[src/hdl/asp_pkg.sv]
`timescale 1ns / 1ps

package asp_pkg;

   localparam int COUNT_W     = 13;
   localparam int MAX_RESULTS = 5;
   localparam int MAX_HELD    = 4;
   localparam int NDATA_W     = 3;
   localparam int NRES_W      = 3;

   localparam int DEF_MAX_ANNOT = 256;
   localparam int DEF_MAX_CHUNK = 4096;
   localparam int COUNT_CAP     = 8191;

   localparam logic [7:0] CH_SUB = 8'h1A;
   localparam logic [7:0] CH_CR  = 8'h0D;
   localparam logic [7:0] CH_LF  = 8'h0A;

   localparam logic [1:0] KIND_DATA      = 2'd0;
   localparam logic [1:0] KIND_ANNOT     = 2'd1;
   localparam logic [1:0] KIND_ANNOT_END = 2'd2;
   localparam logic [1:0] KIND_CHUNK_END = 2'd3;

   typedef struct packed {
      logic [7:0] in_byte;
      logic       chunk_last;
   } asp_req_type;

   typedef struct packed {
      logic [1:0]         kind;
      logic [7:0]         out_byte;
      logic [COUNT_W-1:0] count;
      logic               overflow;
      logic               last;
   } asp_rsp_type;

   // all results caused by one transaction, in delivery order from slot 0
   typedef struct packed {
      asp_rsp_type [MAX_RESULTS-1:0] slot;
      logic [NRES_W-1:0]             cnt;
   } asp_batch_type;

endpackage

[src/hdl/annotation_stream_splitter.sv]
`timescale 1ns / 1ps

// Splits a debugger byte stream into data bytes and framed annotations.
// Input channel req_*: one byte per transaction plus a chunk_last flag.
// Result channel rsp_*: kind, byte, count, overflow and a last flag that
// marks the final result caused by one input transaction.
// An input transaction causes 0 to 5 results. They are computed in the
// accepting cycle and held in a five-entry output buffer; the first one
// is offered on rsp_* the cycle after acceptance, one per cycle after that while rsp_ready is high.
// Throughput: one input per cycle while each input gives at most one result
// and rsp_ready is high; an input with k results holds the output until all
// k are taken; the next input is taken in the cycle its last one is taken.
// Inputs that give no result are taken without touching the buffer.
// When the receiver stalls, the buffer holds and req_ready drops once a
// result is pending that is not the last one, or the last one is not taken.
// Reset (synchronous) returns the framer to the data phase, clears the
// annotation length, overflow flag and chunk byte count, and empties the
// output buffer; the block is ready in the first cycle after reset.
module annotation_stream_splitter #(
   parameter int MAX_ANNOT = asp_pkg::DEF_MAX_ANNOT,
   parameter int MAX_CHUNK = asp_pkg::DEF_MAX_CHUNK
) (
   input  logic                 clock,
   input  logic                 reset,
   input  logic                 req_valid,
   output logic                 req_ready,
   input  asp_pkg::asp_req_type req_data,
   output logic                 rsp_valid,
   input  logic                 rsp_ready,
   output asp_pkg::asp_rsp_type rsp_data
);

   asp_pkg::asp_batch_type batch;
   logic                   accept;

   assign accept = req_valid && req_ready;

   asp_parse #(
      .MAX_ANNOT (MAX_ANNOT),
      .MAX_CHUNK (MAX_CHUNK)
   ) u_parse (
      .clock  (clock),
      .reset  (reset),
      .req    (req_data),
      .accept (accept),
      .batch  (batch)
   );

   asp_outq u_outq (
      .clock     (clock),
      .reset     (reset),
      .batch     (batch),
      .load      (accept),
      .can_load  (req_ready),
      .rsp_valid (rsp_valid),
      .rsp_ready (rsp_ready),
      .rsp_data  (rsp_data)
   );

endmodule

[src/hdl/asp_parse.sv]
`timescale 1ns / 1ps

module asp_parse #(
   parameter int MAX_ANNOT = asp_pkg::DEF_MAX_ANNOT,
   parameter int MAX_CHUNK = asp_pkg::DEF_MAX_CHUNK
) (
   input  logic                  clock,
   input  logic                  reset,
   input  asp_pkg::asp_req_type  req,
   input  logic                  accept,
   output asp_pkg::asp_batch_type batch
);

   localparam int ANNOT_W    = $clog2(MAX_ANNOT + 1);
   localparam int CountLimit = (MAX_CHUNK < asp_pkg::COUNT_CAP) ? MAX_CHUNK
                                                                : asp_pkg::COUNT_CAP;

   typedef enum logic [5:0] {
      PH_DATA = 6'b000001,
      PH_CR   = 6'b000010,
      PH_NL   = 6'b000100,
      PH_CZ   = 6'b001000,
      PH_ANN  = 6'b010000,
      PH_NLD  = 6'b100000
   } asp_phase_type;

   asp_phase_type                   phase_ff, phase_in;
   logic [ANNOT_W-1:0]              annot_len_ff, annot_len_in;
   logic                            annot_ovf_ff, annot_ovf_in;
   logic [asp_pkg::COUNT_W-1:0]     data_count_ff, data_count_in;

   logic [asp_pkg::MAX_HELD-1:0][7:0] dbyte;
   logic [asp_pkg::NDATA_W-1:0]       n_data;
   logic                              ann_store, ann_end;
   logic                              is_cr, is_lf, is_sub;
   logic                              store_ok;
   logic [asp_pkg::COUNT_W:0]         dc_sum;
   logic [asp_pkg::COUNT_W-1:0]       dc_sat;
   logic [asp_pkg::NRES_W-1:0]        n;
   logic [7:0]                        b;

   assign b      = req.in_byte;
   assign is_cr  = (b == asp_pkg::CH_CR);
   assign is_lf  = (b == asp_pkg::CH_LF);
   assign is_sub = (b == asp_pkg::CH_SUB);

   // frame decode: next phase, held bytes released as data, annotation action
   always_comb begin
      phase_in  = phase_ff;
      dbyte     = '0;
      n_data    = '0;
      ann_store = 1'b0;
      ann_end   = 1'b0;
      case (phase_ff)
         PH_CR: begin
            if (is_cr) begin
               n_data = 3'd1; dbyte[0] = asp_pkg::CH_CR;
            end else if (is_lf) begin
               phase_in = PH_NL;
            end else begin
               phase_in = PH_DATA;
               n_data = 3'd2; dbyte[0] = asp_pkg::CH_CR; dbyte[1] = b;
            end
         end
         PH_NL: begin
            dbyte[0] = asp_pkg::CH_CR;
            dbyte[1] = asp_pkg::CH_LF;
            if (is_cr) begin
               phase_in = PH_CR; n_data = 3'd2;
            end else if (is_lf) begin
               phase_in = PH_DATA; n_data = 3'd2;
            end else if (is_sub) begin
               phase_in = PH_CZ;
            end else begin
               phase_in = PH_DATA; n_data = 3'd3; dbyte[2] = b;
            end
         end
         PH_CZ: begin
            dbyte[0] = asp_pkg::CH_CR;
            dbyte[1] = asp_pkg::CH_LF;
            dbyte[2] = asp_pkg::CH_SUB;
            if (is_cr) begin
               phase_in = PH_CR; n_data = 3'd3;
            end else if (is_lf) begin
               phase_in = PH_DATA; n_data = 3'd3;
            end else if (is_sub) begin
               phase_in = PH_ANN;
            end else begin
               phase_in = PH_DATA; n_data = 3'd4; dbyte[3] = b;
            end
         end
         PH_ANN: begin
            if (is_lf) begin
               phase_in = PH_NLD; ann_end = 1'b1;
            end else begin
               ann_store = 1'b1;
            end
         end
         PH_NLD: begin
            if (is_cr) begin
               phase_in = PH_CR;
            end else if (is_lf) begin
               phase_in = PH_NL;
            end else if (is_sub) begin
               phase_in = PH_CZ;
            end else begin
               phase_in = PH_DATA; n_data = 3'd1; dbyte[0] = b;
            end
         end
         default: begin
            if (is_cr) begin
               phase_in = PH_CR;
            end else begin
               phase_in = PH_DATA; n_data = 3'd1; dbyte[0] = b;
            end
         end
      endcase
   end

   assign store_ok = (annot_len_ff < ANNOT_W'(MAX_ANNOT));

   // data count saturates; chunk end reports the count after this byte's data
   assign dc_sum = {1'b0, data_count_ff} + (asp_pkg::COUNT_W + 1)'(n_data);
   assign dc_sat = (dc_sum > (asp_pkg::COUNT_W + 1)'(CountLimit))
                   ? asp_pkg::COUNT_W'(CountLimit) : dc_sum[asp_pkg::COUNT_W-1:0];

   always_comb begin
      annot_len_in  = annot_len_ff;
      annot_ovf_in  = annot_ovf_ff;
      data_count_in = req.chunk_last ? '0 : dc_sat;
      if (ann_end) begin
         annot_len_in = '0;
         annot_ovf_in = 1'b0;
      end else if (ann_store) begin
         if (store_ok) annot_len_in = annot_len_ff + 1'b1;
         else          annot_ovf_in = 1'b1;
      end
   end

   always_comb begin
      batch = '0;
      n     = '0;
      for (int i = 0; i < asp_pkg::MAX_HELD; i++) begin
         if ((asp_pkg::NDATA_W)'(i) < n_data) begin
            batch.slot[i].kind     = asp_pkg::KIND_DATA;
            batch.slot[i].out_byte = dbyte[i];
         end
      end
      n = n_data;
      if (ann_end) begin
         batch.slot[n].kind     = asp_pkg::KIND_ANNOT_END;
         batch.slot[n].count    = asp_pkg::COUNT_W'(annot_len_ff);
         batch.slot[n].overflow = annot_ovf_ff;
         n = n + 1'b1;
      end else if (ann_store && store_ok) begin
         batch.slot[n].kind     = asp_pkg::KIND_ANNOT;
         batch.slot[n].out_byte = b;
         n = n + 1'b1;
      end
      if (req.chunk_last) begin
         batch.slot[n].kind  = asp_pkg::KIND_CHUNK_END;
         batch.slot[n].count = dc_sat;
         n = n + 1'b1;
      end
      if (n != '0) batch.slot[n - 1'b1].last = 1'b1;
      batch.cnt = n;
   end

   always_ff @(posedge clock) begin
      if (reset) begin
         phase_ff      <= PH_DATA;
         annot_len_ff  <= '0;
         annot_ovf_ff  <= 1'b0;
         data_count_ff <= '0;
      end else if (accept) begin
         phase_ff      <= phase_in;
         annot_len_ff  <= annot_len_in;
         annot_ovf_ff  <= annot_ovf_in;
         data_count_ff <= data_count_in;
      end
   end

endmodule

[src/hdl/asp_outq.sv]
`timescale 1ns / 1ps

module asp_outq (
   input  logic                   clock,
   input  logic                   reset,
   input  asp_pkg::asp_batch_type batch,
   input  logic                   load,
   output logic                   can_load,
   output logic                   rsp_valid,
   input  logic                   rsp_ready,
   output asp_pkg::asp_rsp_type   rsp_data
);

   asp_pkg::asp_rsp_type [asp_pkg::MAX_RESULTS-1:0] q_ff, q_in;
   logic [asp_pkg::NRES_W-1:0]                      cnt_ff, cnt_in;
   logic                                            pop;

   assign rsp_valid = (cnt_ff != '0);
   assign rsp_data  = q_ff[0];
   assign pop       = rsp_valid && rsp_ready;
   // a new batch may enter as the last pending result leaves
   assign can_load  = (cnt_ff == '0) || ((cnt_ff == 3'd1) && rsp_ready);

   always_comb begin
      q_in   = q_ff;
      cnt_in = cnt_ff;
      if (load && (batch.cnt != '0)) begin
         q_in   = batch.slot;
         cnt_in = batch.cnt;
      end else if (pop) begin
         for (int i = 0; i < asp_pkg::MAX_RESULTS - 1; i++) q_in[i] = q_ff[i+1];
         cnt_in = cnt_ff - 1'b1;
      end
   end

   always_ff @(posedge clock) begin
      q_ff <= q_in;
      if (reset) cnt_ff <= '0;
      else       cnt_ff <= cnt_in;
   end

endmodule

[config.mk]
export PLATFORM = sky130hd
export DESIGN_NAME = annotation_stream_splitter
export DESIGN_NICKNAME = d
export VERILOG_FILES = /design/src/hdl/asp_pkg.sv /design/src/hdl/annotation_stream_splitter.sv /design/src/hdl/asp_parse.sv /design/src/hdl/asp_outq.sv
export SDC_FILE = /design/constraint.sdc
export NUM_CORES = 1
export LEC_CHECK = 0
export BUFFER_PORTS_ARGS = -buffer_cell sky130_fd_sc_hd__buf_4
export CAP_MARGIN = 20
export CORE_AREA = 8 8 179 181
export DETAILED_ROUTE_END_ITERATION = 16
export DIE_AREA = 0 0 187 189
export GPL_TIMING_DRIVEN = 0
export PLACE_DENSITY = 0.42
export SYNTH_ARGS = -nofsm -noshare
export SYNTH_HDL_FRONTEND = slang
export SYNTH_SLANG_ARGS = --single-unit
[constraint.sdc]
create_clock -name clock -period 12.8 [get_ports clock]
set_input_delay 0 -clock clock [delete_from_list [all_inputs] [get_ports clock]]
set_output_delay 0 -clock clock [all_outputs]
set_load 0.005 [all_outputs]
==> summary.md <==
| Metric | Value |
|---|---|
| Max Used Layer | met4 |
| Clock Sinks | 157 |
| Total CTS buffers | 17 |
| RSZ-0062 raised after global routing | false |
| Critical Path Fanout Max | 56 |
| # resized after CTS | 0 |
| Finished Cell Area | 9310 sq um |
| Routed Antenna Nets | 0 |
| Tot Pwr | 2.11 mW |
| HP Class | in -> reg |
| Final WS setup | 5.96 ns |
| Die area | 35300 sq um |
| Hpwl dp | 15.5 mm |
| First-pass detailed-route iteration total | 5 |
| Slew headroom | 0.374 |
| CTS max path bufs | 2 |
| Distinct cells, synth | 73 |
| PwrDens | 226 nW/um^2 |
| Top-area cell type share of the netlist area | 0.481 |
| Synth Flop Type | edfxtp_1 |
| Met3 Wirelength | 854 um |
| Dpl cell area | 8630 sq um |
| Synth Warn # | 0 |
| Clock Root Buffer | clkbuf_16 |
| Initial Utilization | 0.267 |
| Number of flops mapped to enable cells by yosys | 125 |
| WP data required | 12.95 ns |
| Multiplexer area fraction after synthesis | 0.00385 |
| Pre-CTS setup slack | 5.90 ns |
| Placed cells | 1165 |
| Final setup fails | 0 |
| Clock group share of total power | 0.253 |
| H-tree level count | 4 |
| Share of power burned in registers | 0.435 |
| Largest family of logic cells by synthesized area | simple AND/OR/NAND/NOR gates |
| Wire per inst | 18.3 um |
| DR iter-0 viols | 444 |
| WS Path Type | reg -> reg |
| Port Buf Inserts | 37 |
| Max-cap violations | 0 |
| Clk slew on worst S/H paths | 0.07 ns |
| Total negative slack | 0 ns |
| Grt ovf | 0 |
| Worst-path cell chain | or4_1 -> or2_0 -> clkbuf_1 -> nor2_2 -> o31a_1 -> buf_2 -> ha_1 -> a211oi_2 -> inv_2 -> ha_1 -> nand2b_1 -> o21ai_0 -> ha_1 -> and3_1 -> a41oi_1 -> nand3_2 -> clkbuf_1 -> clkbuf_1 -> nand2_4 -> buf_16 |
| GPL Wtd Cong | 0.815 |
| Cell Rows | 63 |
| Synth Area in Adders | 0.0218 |
| Die height | 189 um |
| Residual DRC | 0 |
| Maximum VDD drop | 102 uV |
| DRT met1 WL | 10.7 mm |
| Final worst path period share | 0.534 |
| # IOs | 40 |
| Least-Margin Pin Slew | 0.929 ns |
| Synthesis-to-finish area growth | 19.4% |
| Status | complete, no violations |
| Synthesized instance count | 729 |
| N_diodes | 0 |
| Asr flop ratio synth | 0 |
| Xor and xnor area share after synthesis | 0.0231 |
| Nets | 827 |
| Crit path DAT | 6.99 ns |
| Compound-Gate Fraction of Synth Area | 0.167 |
| Fraction of layout cells with a size suffix above 1 | 0.150 |
| Fmax | 146 MHz |
| NetSw | 0.673 mW |
| Final Critical Period | 6.84 ns |
| Slowest stage delay, CP | 0.60 ns |
| CTS tree | built |
| Die Width | 187 um |
| P_int | 1.44 mW |
| Global-route wire length before repair | 34.5 mm |
| CP endpoint kind | register |
| Critical Path Start Type | register |
| Fin cells | 1204 |
| Slowest CP cell | clkbuf_1 |
| Yosys reg bits | 157 |
| Simple-gate share of the synthesized area | 0.168 |
| Worst hold slack | 0.0468 ns |
| Total wire length | 22.1 mm |
| Via count | 5782 |
| Post-synth top area cell | edfxtp_1 |
| Largest net degree at the start of global routing | 57 |
| Final hold violation count | 0 |
| Filler cells | 2971 |
| Largest cells by area after synthesis | edfxtp_1 48%, dfxtp_1 8.2%, nand2_1 4.6% |
| Routed vias/inst | 4.80 |
| Synth Cell Area | 7800 sq um |
| Final-report max-slew violation count | 0 |
| Leak | 3.35 nW |
| Later-pin clock latency in the skew report | 0.43 ns |
| Sw Share | 0.319 |
| Worst Clk Skew | 0.00905 ns |
| Number of global-route vias before repair | 5601 |
| Core Area | 29200 sq um |
| Total track usage | 0.126 |
| Final core utilization | 0.318 |
| Combinational fraction of design power | 0.312 |
| Syn Area/Cell | 10.7 sq um |
| Initial antenna violation count | 0 |
| Met2 Routed Length | 10.3 mm |
| Seq/Total Area, Yosys | 0.563 |
==> synthesized netlist by cell type (4+ instances only) <==
cell type	n
a211oi_1	4
a21oi_1	33
a22o_1	32
a2bb2oi_1	9
a31oi_1	5
a32o_1	5
and2_1	12
and3_1	6
buf_2	7
buf_4	25
clkbuf_1	30
dfxtp_1	32
edfxtp_1	125
ha_1	12
inv_1	12
nand2_1	95
nand2b_1	5
nand3_1	8
nand3b_1	5
nand4_1	5
nor2_1	73
nor2b_1	6
nor3_1	14
nor4_1	4
o21ai_0	57
o21ai_1	4
o31ai_1	5
o41ai_1	4
or2_2	4
or3_1	9
or4_1	4
xnor2_1	9
xor2_1	9
==> worst max-delay path, delay by kind of cell (launching register included) <==
kind,cells,cell delay (ns)
AND/OR/NAND/NOR,7,2.29
flip-flops,1,0.37
buffers and inverters,6,2.12
AO/OA/AOI/OAI,4,0.87
adder cells (fa/ha/maj),3,0.83
==> registers in the layout, summed over array words and instances (netlist names) <==
| register | cells |
|---|---|
| u_parse.data_count_ff | 13 |
| u_parse.annot_len_ff | 9 |
| u_outq.rsp_data | 25 |
| u_parse.annot_ovf_ff | 1 |
| u_outq.q_ff | 100 |
| u_parse.phase_ff | 6 |
| u_outq.cnt_ff | 3 |
==> final timing paths <==
| check | startpoint | end | slack [ns] | cells past startpoint |
|---|---|---|---|---|
| min reg2reg | u_parse.annot_ovf_ff | u_parse.annot_ovf_ff | 0.48 | 2 |
| min | rsp_ready | u_outq.cnt_ff[2] | 0.05 | 3 |
| max reg2reg | u_parse.phase_ff[1] | u_outq.rsp_data[17] | 5.96 | 20 |
| max | u_parse.phase_ff[1] | u_outq.rsp_data[17] | 5.96 | 20 |
==> layer usage <==
metal | track usage | up-vias
met2 | 0.201 | 129
li1 | - | 2818
met5 | 0 | -
met3 | 0.0263 | 16
met1 | 0.169 | 2819
met4 | 0.0363 | 0
==> cells in the final DEF (no fill, tap or decap), types with 6 or more instances in the layout <==
cell             n
nor3_1          14
ha_1            12
nand2_1         94
buf_2            8
dfxtp_1         32
nor2b_1          6
buf_4           62
dlygate4sd3_1    7
edfxtp_1       125
inv_1           12
conb_1           9
xor2_1           9
and2_1          12
xnor2_1          9
clkbuf_1        30
a2bb2oi_1        9
a22o_1          32
a21oi_1         33
clkbuf_16       17
nor2_1          73
nand3_1          8
o21ai_0         57
and3_1           6
or3_1            9
==> final cells by class <==
class                      instances  area (sq um)  share of cell area
timing repair buffer              45           375              0.0403
clock inverter                    15           184              0.0198
clock buffer                      17           425              0.0457
tap                              390           488              0.0524
buffer                            64           352              0.0378
multi-input combinational        502          3040               0.326
inverter                          14          52.6             0.00564
sequential                       157          4390               0.472
==> cell families after synthesis <==
group | count (synthesis)
other cells | 1
compound gates | 189
fa+ha+maj | 13
xor+xnor | 19
buf+inv | 78
mux | 3
simple gates | 269
flops | 157
==> power groups by stage <==
stage               Clock, mW  Combinational, mW  Sequential (mW)
floorplan                   0              0.405            0.927
global placement            0              0.655            0.960
detailed placement          0              0.671            0.927
CTS                     0.549              0.675            0.917
global route            0.572              0.728            0.936
finish                  0.534              0.659            0.916
==> repair_timing <==
| action | in CTS | in global routing |
|---|---|---|
| hold buffers | 7 | 0 |
| setup buffers | 0 | 0 |
| endpoints found under the setup margin | 0 | 0 |
| endpoints found under the hold margin | 21 | 0 |
Power figures use the tool's default switching activity.
